==> src/rtl/cflpm_pkg.sv <==
package cflpm_pkg;

    localparam int FRAME_BITS_DEF = 24;
    localparam int ADDR_BITS      = 5;
    localparam int DATA_BITS      = 32;

    typedef enum logic [2:0] {
        REG_IN_FRAME        = 3'd0,
        REG_OUT_FRAME       = 3'd1,
        REG_SLIP_OFFSET     = 3'd2,
        REG_LOOP_ENABLE     = 3'd3,
        REG_PINGPONG_ENABLE = 3'd4
    } cflpm_reg_t;

    typedef struct packed {
        logic loop_enable;
        logic pingpong_enable;
    } cflpm_mode_t;

    typedef struct packed {
        logic valid;
        logic neg;
        logic qbit;
        logic qnz;
    } cflpm_ctl_t;

endpackage

==> src/rtl/cflpm_regs.sv <==
module cflpm_regs #(
    parameter int FRAME_BITS = cflpm_pkg::FRAME_BITS_DEF
) (
    input  logic                             clk,
    input  logic                             rst_n,
    input  logic                             psel,
    input  logic                             penable,
    input  logic                             pwrite,
    input  logic [cflpm_pkg::ADDR_BITS-1:0]  paddr,
    input  logic [cflpm_pkg::DATA_BITS-1:0]  pwdata,
    output logic [cflpm_pkg::DATA_BITS-1:0]  prdata,
    output logic [FRAME_BITS-1:0]            in_frame,
    output logic [FRAME_BITS-1:0]            out_frame,
    output logic [FRAME_BITS:0]              slip_offset,
    output cflpm_pkg::cflpm_mode_t           mode
);
    import cflpm_pkg::*;

    logic [FRAME_BITS-1:0] in_frame_reg, in_frame_next;
    logic [FRAME_BITS-1:0] out_frame_reg, out_frame_next;
    logic [FRAME_BITS:0]   slip_offset_reg, slip_offset_next;
    cflpm_mode_t           mode_reg, mode_next;
    cflpm_reg_t            reg_idx;
    logic                  wr_en;

    assign reg_idx = cflpm_reg_t'(paddr[ADDR_BITS-1:2]);
    assign wr_en   = psel && penable && pwrite;

    always_comb
    begin
        in_frame_next    = in_frame_reg;
        out_frame_next   = out_frame_reg;
        slip_offset_next = slip_offset_reg;
        mode_next        = mode_reg;
        if (wr_en)
        begin
            unique case (reg_idx)
                REG_IN_FRAME:        in_frame_next = pwdata[FRAME_BITS-1:0];
                REG_OUT_FRAME:       out_frame_next = pwdata[FRAME_BITS-1:0];
                REG_SLIP_OFFSET:     slip_offset_next = pwdata[FRAME_BITS:0];
                REG_LOOP_ENABLE:     mode_next.loop_enable = pwdata[0];
                REG_PINGPONG_ENABLE: mode_next.pingpong_enable = pwdata[0];
                default:             ;
            endcase
        end
    end

    always_ff @(posedge clk or negedge rst_n)
    begin
        if (!rst_n)
        begin
            in_frame_reg    <= FRAME_BITS'(1);
            out_frame_reg   <= FRAME_BITS'(1);
            slip_offset_reg <= '0;
            mode_reg        <= '0;
        end
        else
        begin
            in_frame_reg    <= in_frame_next;
            out_frame_reg   <= out_frame_next;
            slip_offset_reg <= slip_offset_next;
            mode_reg        <= mode_next;
        end
    end

    always_comb
    begin
        unique case (reg_idx)
            REG_IN_FRAME:        prdata = DATA_BITS'(in_frame_reg);
            REG_OUT_FRAME:       prdata = DATA_BITS'(out_frame_reg);
            REG_SLIP_OFFSET:     prdata = DATA_BITS'(slip_offset_reg);
            REG_LOOP_ENABLE:     prdata = DATA_BITS'(mode_reg.loop_enable);
            REG_PINGPONG_ENABLE: prdata = DATA_BITS'(mode_reg.pingpong_enable);
            default:             prdata = '0;
        endcase
    end

    assign in_frame    = in_frame_reg;
    assign out_frame   = out_frame_reg;
    assign slip_offset = slip_offset_reg;
    assign mode        = mode_reg;

endmodule

==> src/rtl/cflpm_div_stage.sv <==
module cflpm_div_stage #(
    parameter int FRAME_BITS = cflpm_pkg::FRAME_BITS_DEF
) (
    input  logic                  clk,
    input  logic                  rst_n,
    input  logic [FRAME_BITS:0]   len,
    input  cflpm_pkg::cflpm_ctl_t ctl_in,
    input  logic [FRAME_BITS-1:0] rem_in,
    input  logic [FRAME_BITS:0]   mag_in,
    output cflpm_pkg::cflpm_ctl_t ctl_out,
    output logic [FRAME_BITS-1:0] rem_out,
    output logic [FRAME_BITS:0]   mag_out
);
    import cflpm_pkg::*;

    cflpm_ctl_t            ctl_reg, ctl_next;
    logic [FRAME_BITS-1:0] rem_reg, rem_next;
    logic [FRAME_BITS:0]   mag_reg, mag_next;
    logic [FRAME_BITS:0]   trial;
    logic [FRAME_BITS:0]   diff;
    logic                  ge;

    // one restoring step, dividend bits enter msb first
    assign trial = {rem_in, mag_in[FRAME_BITS]};
    assign ge    = (trial >= len);
    assign diff  = trial - len;

    always_comb
    begin
        rem_next      = ge ? diff[FRAME_BITS-1:0] : trial[FRAME_BITS-1:0];
        mag_next      = {mag_in[FRAME_BITS-1:0], 1'b0};
        ctl_next      = ctl_in;
        ctl_next.qbit = ge;
        ctl_next.qnz  = ctl_in.qnz | ge;
    end

    always_ff @(posedge clk or negedge rst_n)
    begin
        if (!rst_n)
        begin
            ctl_reg <= '0;
        end
        else
        begin
            ctl_reg <= ctl_next;
        end
    end

    always_ff @(posedge clk)
    begin
        rem_reg <= rem_next;
        mag_reg <= mag_next;
    end

    assign ctl_out = ctl_reg;
    assign rem_out = rem_reg;
    assign mag_out = mag_reg;

endmodule

==> src/rtl/cflpm_map.sv <==
module cflpm_map #(
    parameter int FRAME_BITS = cflpm_pkg::FRAME_BITS_DEF
) (
    input  logic                   clk,
    input  logic                   rst_n,
    input  cflpm_pkg::cflpm_ctl_t  ctl,
    input  logic [FRAME_BITS-1:0]  rem,
    input  logic [FRAME_BITS-1:0]  in_frame,
    input  logic [FRAME_BITS-1:0]  out_frame,
    input  cflpm_pkg::cflpm_mode_t mode,
    output logic                   done,
    output logic [FRAME_BITS-1:0]  clip_frame,
    output logic                   length_error
);
    import cflpm_pkg::*;

    logic                  done_reg;
    logic [FRAME_BITS-1:0] clip_frame_reg, clip_frame_next;
    logic                  length_error_reg, length_error_next;
    logic [FRAME_BITS-1:0] sum_in, dif_in, dif_out;
    logic [FRAME_BITS-1:0] base, pp_frame, loop_frame, clamp_frame;
    logic                  rneg, under, odd;

    assign sum_in  = in_frame + rem;
    assign dif_in  = in_frame - rem;
    assign dif_out = out_frame - rem;
    assign rneg    = ctl.neg && (rem != '0);
    assign under   = (rem > in_frame);

    always_comb
    begin
        if (rneg)
        begin
            base     = under ? dif_out : dif_in;
            odd      = ctl.qbit ^ under;
            pp_frame = sum_in;
        end
        else
        begin
            base     = sum_in;
            odd      = ctl.qbit;
            pp_frame = dif_out;
        end
        loop_frame = (mode.pingpong_enable && odd) ? pp_frame : base;

        if (ctl.neg)
        begin
            clamp_frame = in_frame;
        end
        else if (ctl.qnz)
        begin
            clamp_frame = out_frame;
        end
        else
        begin
            clamp_frame = sum_in;
        end

        length_error_next = (out_frame < in_frame);
        if (length_error_next)
        begin
            clip_frame_next = '0;
        end
        else
        begin
            clip_frame_next = mode.loop_enable ? loop_frame : clamp_frame;
        end
    end

    always_ff @(posedge clk or negedge rst_n)
    begin
        if (!rst_n)
        begin
            done_reg <= 1'b0;
        end
        else
        begin
            done_reg <= ctl.valid;
        end
    end

    always_ff @(posedge clk)
    begin
        clip_frame_reg   <= clip_frame_next;
        length_error_reg <= length_error_next;
    end

    assign done         = done_reg;
    assign clip_frame   = clip_frame_reg;
    assign length_error = length_error_reg;

endmodule

==> src/rtl/clip_frame_loop_pingpong_mapper.sv <==
// done pulses after a word passes the offset, sign, divider and map registers
// throughput: one word per cycle, set by the one-bit-per-stage divider pipeline
// busy stays low, a new word may be started every cycle; the receiver cannot stall
// reset: rst_n low clears all valid bits and loads the configuration registers with their reset values
module clip_frame_loop_pingpong_mapper #(
    parameter int FRAME_BITS = cflpm_pkg::FRAME_BITS_DEF
) (
    input  logic                            clk,
    input  logic                            rst_n,
    input  logic                            psel,
    input  logic                            penable,
    input  logic                            pwrite,
    input  logic [cflpm_pkg::ADDR_BITS-1:0] paddr,
    input  logic [cflpm_pkg::DATA_BITS-1:0] pwdata,
    output logic [cflpm_pkg::DATA_BITS-1:0] prdata,
    output logic                            pready,
    input  logic                            start,
    output logic                            busy,
    input  logic signed [FRAME_BITS:0]      timeline_frame,
    output logic                            done,
    output logic [FRAME_BITS-1:0]           clip_frame,
    output logic                            length_error
);
    import cflpm_pkg::*;

    localparam int DIV_STAGES = FRAME_BITS + 1;

    logic [FRAME_BITS-1:0] in_frame;
    logic [FRAME_BITS-1:0] out_frame;
    logic [FRAME_BITS:0]   slip_offset;
    cflpm_mode_t           mode;
    logic [FRAME_BITS:0]   len;

    logic                  s1_valid_reg;
    logic [FRAME_BITS+1:0] delta_reg, delta_next;
    cflpm_ctl_t            s2_ctl_reg, s2_ctl_next;
    logic [FRAME_BITS:0]   s2_mag_reg, s2_mag_next;
    logic [FRAME_BITS+1:0] delta_abs;

    cflpm_ctl_t            ctl_chain [0:DIV_STAGES];
    logic [FRAME_BITS-1:0] rem_chain [0:DIV_STAGES];
    logic [FRAME_BITS:0]   mag_chain [0:DIV_STAGES];

    assign pready = 1'b1;
    assign busy   = 1'b0;

    cflpm_regs #(.FRAME_BITS(FRAME_BITS)) u_regs (
        .clk         (clk),
        .rst_n       (rst_n),
        .psel        (psel),
        .penable     (penable),
        .pwrite      (pwrite),
        .paddr       (paddr),
        .pwdata      (pwdata),
        .prdata      (prdata),
        .in_frame    (in_frame),
        .out_frame   (out_frame),
        .slip_offset (slip_offset),
        .mode        (mode)
    );

    assign len = {1'b0, out_frame} - {1'b0, in_frame} + (FRAME_BITS+1)'(1);

    // stage 1: offset into the clip
    assign delta_next = {timeline_frame[FRAME_BITS], timeline_frame}
                      - {slip_offset[FRAME_BITS], slip_offset};

    // stage 2: sign and magnitude
    assign delta_abs = delta_reg[FRAME_BITS+1] ? (~delta_reg + (FRAME_BITS+2)'(1)) : delta_reg;

    always_comb
    begin
        s2_ctl_next.valid = s1_valid_reg;
        s2_ctl_next.neg   = delta_reg[FRAME_BITS+1];
        s2_ctl_next.qbit  = 1'b0;
        s2_ctl_next.qnz   = 1'b0;
        s2_mag_next       = delta_abs[FRAME_BITS:0];
    end

    always_ff @(posedge clk or negedge rst_n)
    begin
        if (!rst_n)
        begin
            s1_valid_reg <= 1'b0;
            s2_ctl_reg   <= '0;
        end
        else
        begin
            s1_valid_reg <= start && !busy;
            s2_ctl_reg   <= s2_ctl_next;
        end
    end

    always_ff @(posedge clk)
    begin
        delta_reg  <= delta_next;
        s2_mag_reg <= s2_mag_next;
    end

    assign ctl_chain[0] = s2_ctl_reg;
    assign rem_chain[0] = '0;
    assign mag_chain[0] = s2_mag_reg;

    for (genvar k = 0; k < DIV_STAGES; k++)
    begin : g_div
        cflpm_div_stage #(.FRAME_BITS(FRAME_BITS)) u_stage (
            .clk     (clk),
            .rst_n   (rst_n),
            .len     (len),
            .ctl_in  (ctl_chain[k]),
            .rem_in  (rem_chain[k]),
            .mag_in  (mag_chain[k]),
            .ctl_out (ctl_chain[k+1]),
            .rem_out (rem_chain[k+1]),
            .mag_out (mag_chain[k+1])
        );
    end

    cflpm_map #(.FRAME_BITS(FRAME_BITS)) u_map (
        .clk          (clk),
        .rst_n        (rst_n),
        .ctl          (ctl_chain[DIV_STAGES]),
        .rem          (rem_chain[DIV_STAGES]),
        .in_frame     (in_frame),
        .out_frame    (out_frame),
        .mode         (mode),
        .done         (done),
        .clip_frame   (clip_frame),
        .length_error (length_error)
    );

endmodule

==> config.mk <==
export PLATFORM = sky130hd
export DESIGN_NAME = clip_frame_loop_pingpong_mapper
export DESIGN_NICKNAME = d
export VERILOG_FILES = /design/src/rtl/cflpm_pkg.sv /design/src/rtl/cflpm_regs.sv /design/src/rtl/cflpm_div_stage.sv /design/src/rtl/cflpm_map.sv /design/src/rtl/clip_frame_loop_pingpong_mapper.sv
export SDC_FILE = /design/constraint.sdc
export NUM_CORES = 2
export LEC_CHECK = 0
export BUFFER_PORTS_ARGS = -buffer_cell sky130_fd_sc_hd__buf_4
export CAP_MARGIN = 20
export CORE_AREA = 2 2 435 265
export DETAILED_ROUTE_END_ITERATION = 10
export DIE_AREA = 0 0 437 267
export PLACE_DENSITY = 0.76
export SYNTH_ARGS = -nofsm -noshare
export SYNTH_HDL_FRONTEND = slang
export SYNTH_SLANG_ARGS = --single-unit
==> constraint.sdc <==
create_clock -name clk -period 16.7 [get_ports clk]
set_input_delay 1.67 -clock clk [delete_from_list [all_inputs] [get_ports clk]]
set_output_delay 1.67 -clock clk [all_outputs]
set_load 0.01 [all_outputs]
== After elaboration in Yosys (flattened, before gate mapping) ==
Index checks and enable logic that the tools add are counted.
Word-level totals
  bits in registers: 1131
  input port bits: 68
  output and inout bits: 60
  word-level logic and storage cells: 274
Cells by class
  $add $sub $neg: 32
  order comparisons: 27
  equal/unequal tests: 4
  multiplexer cells: 35
  bitwise operators: 26
  reduce and logical (&&, ||, !) cells: 11
Operator list (count)
  two-way mux 24 bit: 31
  subtractor 24 bit: 26
  >= comparator 25 bit: 24
  case mux 25 bit (5 select lines): 1
  adder 25 x 1 -> 25 bit, second input constant: 2
  subtractor 25 x 25 -> 26 bit: 1
  >= comparator 1 x 25 -> 1 bit: 1
  two-way mux 25 bit: 1
  NOT 25 bit: 1
  subtractor 24 x 24 -> 25 bit: 1
  adder 24 bit: 1
  > comparator 24 bit: 1
  < comparator 24 bit: 1
  OR 1 bit: 24
  nonzero test 24 bit: 1
  subtractor 1 x 24 -> 24 bit: 1
  AND reduction 2 bit: 5
  == test 3 x 2 -> 1 bit, second input constant: 2
  logical AND 1 bit: 4
  == test 3 x 1 -> 1 bit, second input constant: 1
  == test 3 bit, second input constant: 1
  logical NOT 3 bit: 1
  two-way mux 1 bit: 2
  XOR 1 bit: 1

== Depth between registers and ports, before layout ==
  word-level depth: 6
  gate-level depth with buffers: 24
  depth with buffers taken out: 22

== Cells and area by module ==
From an unflattened synthesis, not the netlist that was laid out.
Second synthesis, totals
  cell total of the unflattened synthesis: 9263
  area total of the unflattened synthesis: 85847.3 um2
By module, submodules not included
  cflpm_div_stage at g_div[13].u_stage ...: instances 17, cells an instance 299, area each 2894.0 um2, seq. area each 1061.0 um2
  cflpm_div_stage at g_div[0].u_stage ...: instances 8, cells an instance 306, area each 2753.9 um2, seq. area each 1061.0 um2
  cflpm_map: instances 1, cells an instance 890, area each 6404.9 um2, seq. area each 525.5 um2
  clip_frame_loop_pingpong_mapper: instances 1, cells an instance 559, area each 4606.9 um2, seq. area each 1096.1 um2
  cflpm_regs: instances 1, cells an instance 283, area each 3606.0 um2, seq. area each 1879.3 um2

== Worst setup path after synthesis ==
No wires, ideal clock.
  path kind: flip-flop to flip-flop
  from: register u_regs.in_frame_reg[1] (netlist: u_regs.in_frame[1])
  to: register g_div[22].u_stage.rem_reg[13]
  library setup time: 0.121 ns
  arrival time: 7.342 ns
  required time: 16.579 ns
  setup slack: 9.238 ns
  stages on the path, launching flop included: 20
  path buffers: 1
  period minus slack after synthesis: 7.462 ns
  cells stage by stage: dfrtp_1 inv_1 ha_1 inv_1 ha_1 fa_1 a211oi_2 o21ai_2 nand4_2 a21oi_1 o31a_1 o21a_1 o311ai_0 ha_1 nand4_1 or4b_2 or4_1 nand3_2 buf_2 mux2_2
Between the ends
  cells in the longest elaborated chain, start to end: 4
  elaborated cells between the ends (all ways): 5
  classes of those cells: add/sub (3); order compare (1); mux (1)
Ends and longest elaborated chain
  start: declaration: RTL line cflpm_regs.sv:19  | logic [FRAME_BITS-1:0] in_frame_reg, in_frame_next;
  start signal: assignment: RTL line cflpm_regs.sv:59  | in_frame_reg <= in_frame_next;
  subtractor 24 x 24 -> 25 bit (*): RTL line clip_frame_loop_pingpong_mapper.sv:62  | assign len = {1'b0, out_frame} - {1'b0, in_frame} + (FRAME_BITS+1)'(1);
  adder 25 x 1 -> 25 bit (*): RTL line clip_frame_loop_pingpong_mapper.sv:62
  subtractor 24 bit or >= comparator 25 bit (tied branches): RTL line cflpm_div_stage.sv:26, cflpm_div_stage.sv:25
  two-way mux 24 bit (*): RTL line cflpm_div_stage.sv:30  | rem_next = ge ? diff[FRAME_BITS-1:0] : trial[FRAME_BITS-1:0];
  net g_div[22].u_stage.rem_next[13]: RTL line cflpm_div_stage.sv:17  | logic [FRAME_BITS-1:0] rem_reg, rem_next;
  end signal: assignment: RTL line cflpm_div_stage.sv:51  | rem_reg <= rem_next;
  end: declaration: RTL line cflpm_div_stage.sv:17
Mark *: on every way through the listed nets, which the timed path passes. The rest lies on a longest branch.
A chain may end at the register's enable or synchronous reset.

== Worst setup path in the final report ==
  from: register u_regs.in_frame_reg[4] (netlist: u_regs.in_frame[4])
  to: register g_div[22].u_stage.rem_reg[14]
The elaborated chain is that of the path after synthesis.

==> results.sh <==
export IMPL_die_y_um=267
export IMPL_synth_area_per_cell_sq_um=8.937
export IMPL_worstReg2RegEnd="g_div[22].u_stage.rem_out[14]"
export IMPL_cts_tree="yes"
export IMPL_largest_reg_flops=600
export IMPL_wl_per_cell_um=21.70
export IMPL_drv_slew=0
export IMPL_synth_top_area_share_pct=29.09
export IMPL_io_pin_count=128
export IMPL_ys_seq_elements=1131
export IMPL_synth_compound_area_share_pct=20.87
export IMPL_path_clk_slew_ns=0.07
export IMPL_rsz0062_at_grt="false"
export IMPL_synth_cells=7515
export IMPL_worstHoldEndpoint="g_div[13].u_stage.mag_out[19]"
export IMPL_cap_violations=0
export IMPL_finalSetupTns_ns=0
export IMPL_finClkSkew_ns=0.04213
export IMPL_crit_reg2reg_launch="u_regs.in_frame[4]"
export IMPL_initial_core_util_pct=59.49
export IMPL_max_slew_margin_pct=20.83
export IMPL_synth_largest_area_cell="dfxtp_1"
export IMPL_grt_first_pass_wirelength_um=305600
export IMPL_setup_viol=0
export IMPL_layout_nets=8421
export IMPL_grt_max_degree=70
export IMPL_core_area_sq_um=112900
export IMPL_fin_crit_sh_pct=49.77
export IMPL_ys_flop_type="dfxtp_1"
export IMPL_ctsHoldBuffers=0
export IMPL_synth_cell_type_count=103
export IMPL_cp_top_family="compound AO/OA/AOI/OAI gates"
export IMPL_cts_buffers=104
export IMPL_cts_resized=0
export IMPL_synth_simple_gate_area_share_pct=13.90
export IMPL_syn_area_sq_um=67160
export IMPL_worst_pin_slew_ns=1.158
export IMPL_drcViolationCount=0
export IMPL_dp_hpwl_um=145600
export IMPL_min_path_type="reg2reg"
export IMPL_synth_mux_area_share_pct=4.078
export IMPL_cpPeakStageDelay_ns=0.89
export IMPL_dr_pass1_iters=6
export IMPL_place_gp_congestion=0.9954
export IMPL_reg2reg_slack_ns=8.39
export IMPL_antenna_left=0
export IMPL_vias_per_cell=6.205
export IMPL_synth_top_family_by_area="compound AO/OA/AOI/OAI gates"
export IMPL_std_cell_rows=96
export IMPL_layout_commonest_cell="dfxtp_1"
export IMPL_min_period_ns=8.311
export IMPL_wirelength_um=199700
export IMPL_synthAdderAreaFrac_pct=14.99
export IMPL_post_cts_buffers=0
export IMPL_max_freq_mhz=120.3
export IMPL_crit_fanout=36
export IMPL_globalRouteTotalUtil_pct=33.37
export IMPL_ys_async_sr_fraction_pct=13.70
export IMPL_die_w_um=437
export IMPL_drtIter0Drc=6289
export IMPL_hold_depth=0
export IMPL_hp_start="g_div[12].u_stage.mag_out[18]"
export IMPL_yosysWarnings=0
export IMPL_grt_pass1_vias=52420
export IMPL_synth_xor_area_share_pct=8.163
export IMPL_finalHoldViolCount=0
export IMPL_crit_type="reg2reg"
export IMPL_htree_levels=3
export IMPL_ys_seq_area_share_pct=34.87
export IMPL_clkSinkCount=1131
export IMPL_required_ns=17.29
export IMPL_area_delta_synth_final_pct=9.599
export IMPL_clk_insertion_delay_late_ns=0.75
export IMPL_io_buffers=109
export IMPL_cts_root_buf="clkbuf_16"
export IMPL_layout_drive_gt1_share_pct=8.435
export IMPL_filler_cell_count=9213
export IMPL_gr_total_overflow=0
export IMPL_crit_buf_inv=4
export IMPL_antenna_found_initial=4
export IMPL_synthTopCellsByArea="dfxtp_1, ha_1, dfrtp_1, xnor2_1, a21oi_1"
export IMPL_status="completed"
export IMPL_slowest_stage="o41ai_1"
export IMPL_final_cell_mix="dfxtp_1, ha_1, a21oi_1, nand2_1, nor2_1"
export IMPL_cts_buffer_depth=3
export IMPL_die_area_sq_um=116700
export IMPL_worst_setup_path_end_kind="flip-flop"
export IMPL_crit_chain="inv_1, ha_1, inv_1, fa_1, nor4b_2, nor3_1, o31ai_1, xnor2_1, clkinv_1, buf_4, ha_1, a21oi_1, nor2b_1, o21ai_0, o211ai_1, o41ai_1, o21bai_1, a211o_1, nand3_2, mux2_2"
export IMPL_synth_edf_count=0
export IMPL_cp_arrival_ns=8.90
export IMPL_num_vias=57100
export IMPL_start_kind="flip-flop"
export IMPL_rr_worst_depth=20
## routing by layer
layer / vias to the layer above / track usage, % / share of wire (%)
li1: 27250 / - / -
met1: 27030 / 50.94 / 48
met2: 2502 / 44.36 / 38
met3: 318 / 11.49 / 12
met4: 4 / 6.822 / 2.1
met5: - / 0.9512 / 0.080
## worst max-delay path by stage
stage                       start                             to  slack [ns]  depth (start not counted)
2_1_floorplan  u_regs.in_frame[1]  g_div[22].u_stage.rem_out[13]        9.24                         19
3_3_place_gp   u_regs.in_frame[2]   g_div[22].u_stage.ctl_out[0]        9.06                         20
3_5_place_dp   u_regs.in_frame[2]   g_div[22].u_stage.ctl_out[0]        8.82                         20
4_1_cts        u_regs.in_frame[2]  g_div[22].u_stage.rem_out[14]        8.74                         20
5_1_grt        u_regs.in_frame[2]  g_div[22].u_stage.rem_out[14]        8.06                         20
6_report       u_regs.in_frame[4]  g_div[22].u_stage.rem_out[14]        8.39                         20
## metrics by stage
| stage | utilization (%) | cell area, sq um | hold WS [ns] | worst slack, ns | instances |
|---|---|---|---|---|---|
| final | 65.20 | 73610 | 0.3012 | 8.389 | 9203 |
| after global routing | 65.19 | 73610 | 0.3053 | 8.061 | 9201 |
| after CTS | 65.16 | 73570 | 0.2954 | 8.739 | 9199 |
| after detailed placement | 61.80 | 69780 | 0.3121 | 8.821 | 9001 |
| after global placement | 61.80 | 69780 | 0.3101 | 9.063 | 9001 |
| after floorplan | - | 67190 | 0.3096 | 9.238 | 7522 |
## cells by family (layout without fill, tap and decap cells)
kind of cell    count (synthesis)  count (layout)
other cells                     2              11
xor+xnor                      626             626
buf+inv                       521             681
fa+ha+maj                     785             785
simple gates                 1978            1978
compound gates               2225            2225
mux                           247             247
flops                        1131            1131
## synth_stat cells, types with 19 or more instances
cell type	instances
a211oi_1	69
a21o_1	256
a21oi_1	689
a31o_2	20
a31oi_1	75
and2_1	56
and3_1	63
and4_1	19
buf_2	40
clkbuf_1	154
dfrtp_1	153
dfxtp_1	976
fa_1	40
ha_1	723
inv_1	296
maj3_1	19
mux2_1	24
mux2_2	153
mux2i_1	61
nand2_1	625
nand2b_1	98
nand3_1	129
nand4_1	82
nor2_1	543
nor2b_1	72
nor3_1	113
nor4_1	35
o211ai_1	44
o21a_1	91
o21ai_0	543
o21bai_1	82
o221ai_1	19
o31a_1	24
o31ai_1	59
or2_2	30
or3_1	51
xnor2_1	397
xor2_1	229
## worst register-to-register path, delay by kind of cell, from the launching register on
family / cells / cell delay [ns]
AOI/OAI and AO/OA: 7 / 2.41
and+or+nand+nor: 4 / 1.53
buffers and inverters: 4 / 1.50
adders and majority gates: 3 / 1.25
DFF: 1 / 0.68
muxes: 1 / 0.55
xor gates and xnor gates: 1 / 0.25
## layout make-up
cell class | count | area (sq um) | share of cell area [%]
sequential | 1131 | 23420 | 31.82
timing repair buffer | 186 | 1420 | 1.929
inverter | 297 | 1116 | 1.516
antenna | 2 | 5.005 | 0.006799
multi-input combinational | 5870 | 41950 | 56.99
tap | 1519 | 1901 | 2.582
clock buffer | 142 | 2989 | 4.061
clock inverter | 56 | 807.0 | 1.096
Power is not shown: default switching activity piles up to over one toggle a cycle in this logic, so the estimate is an artifact.
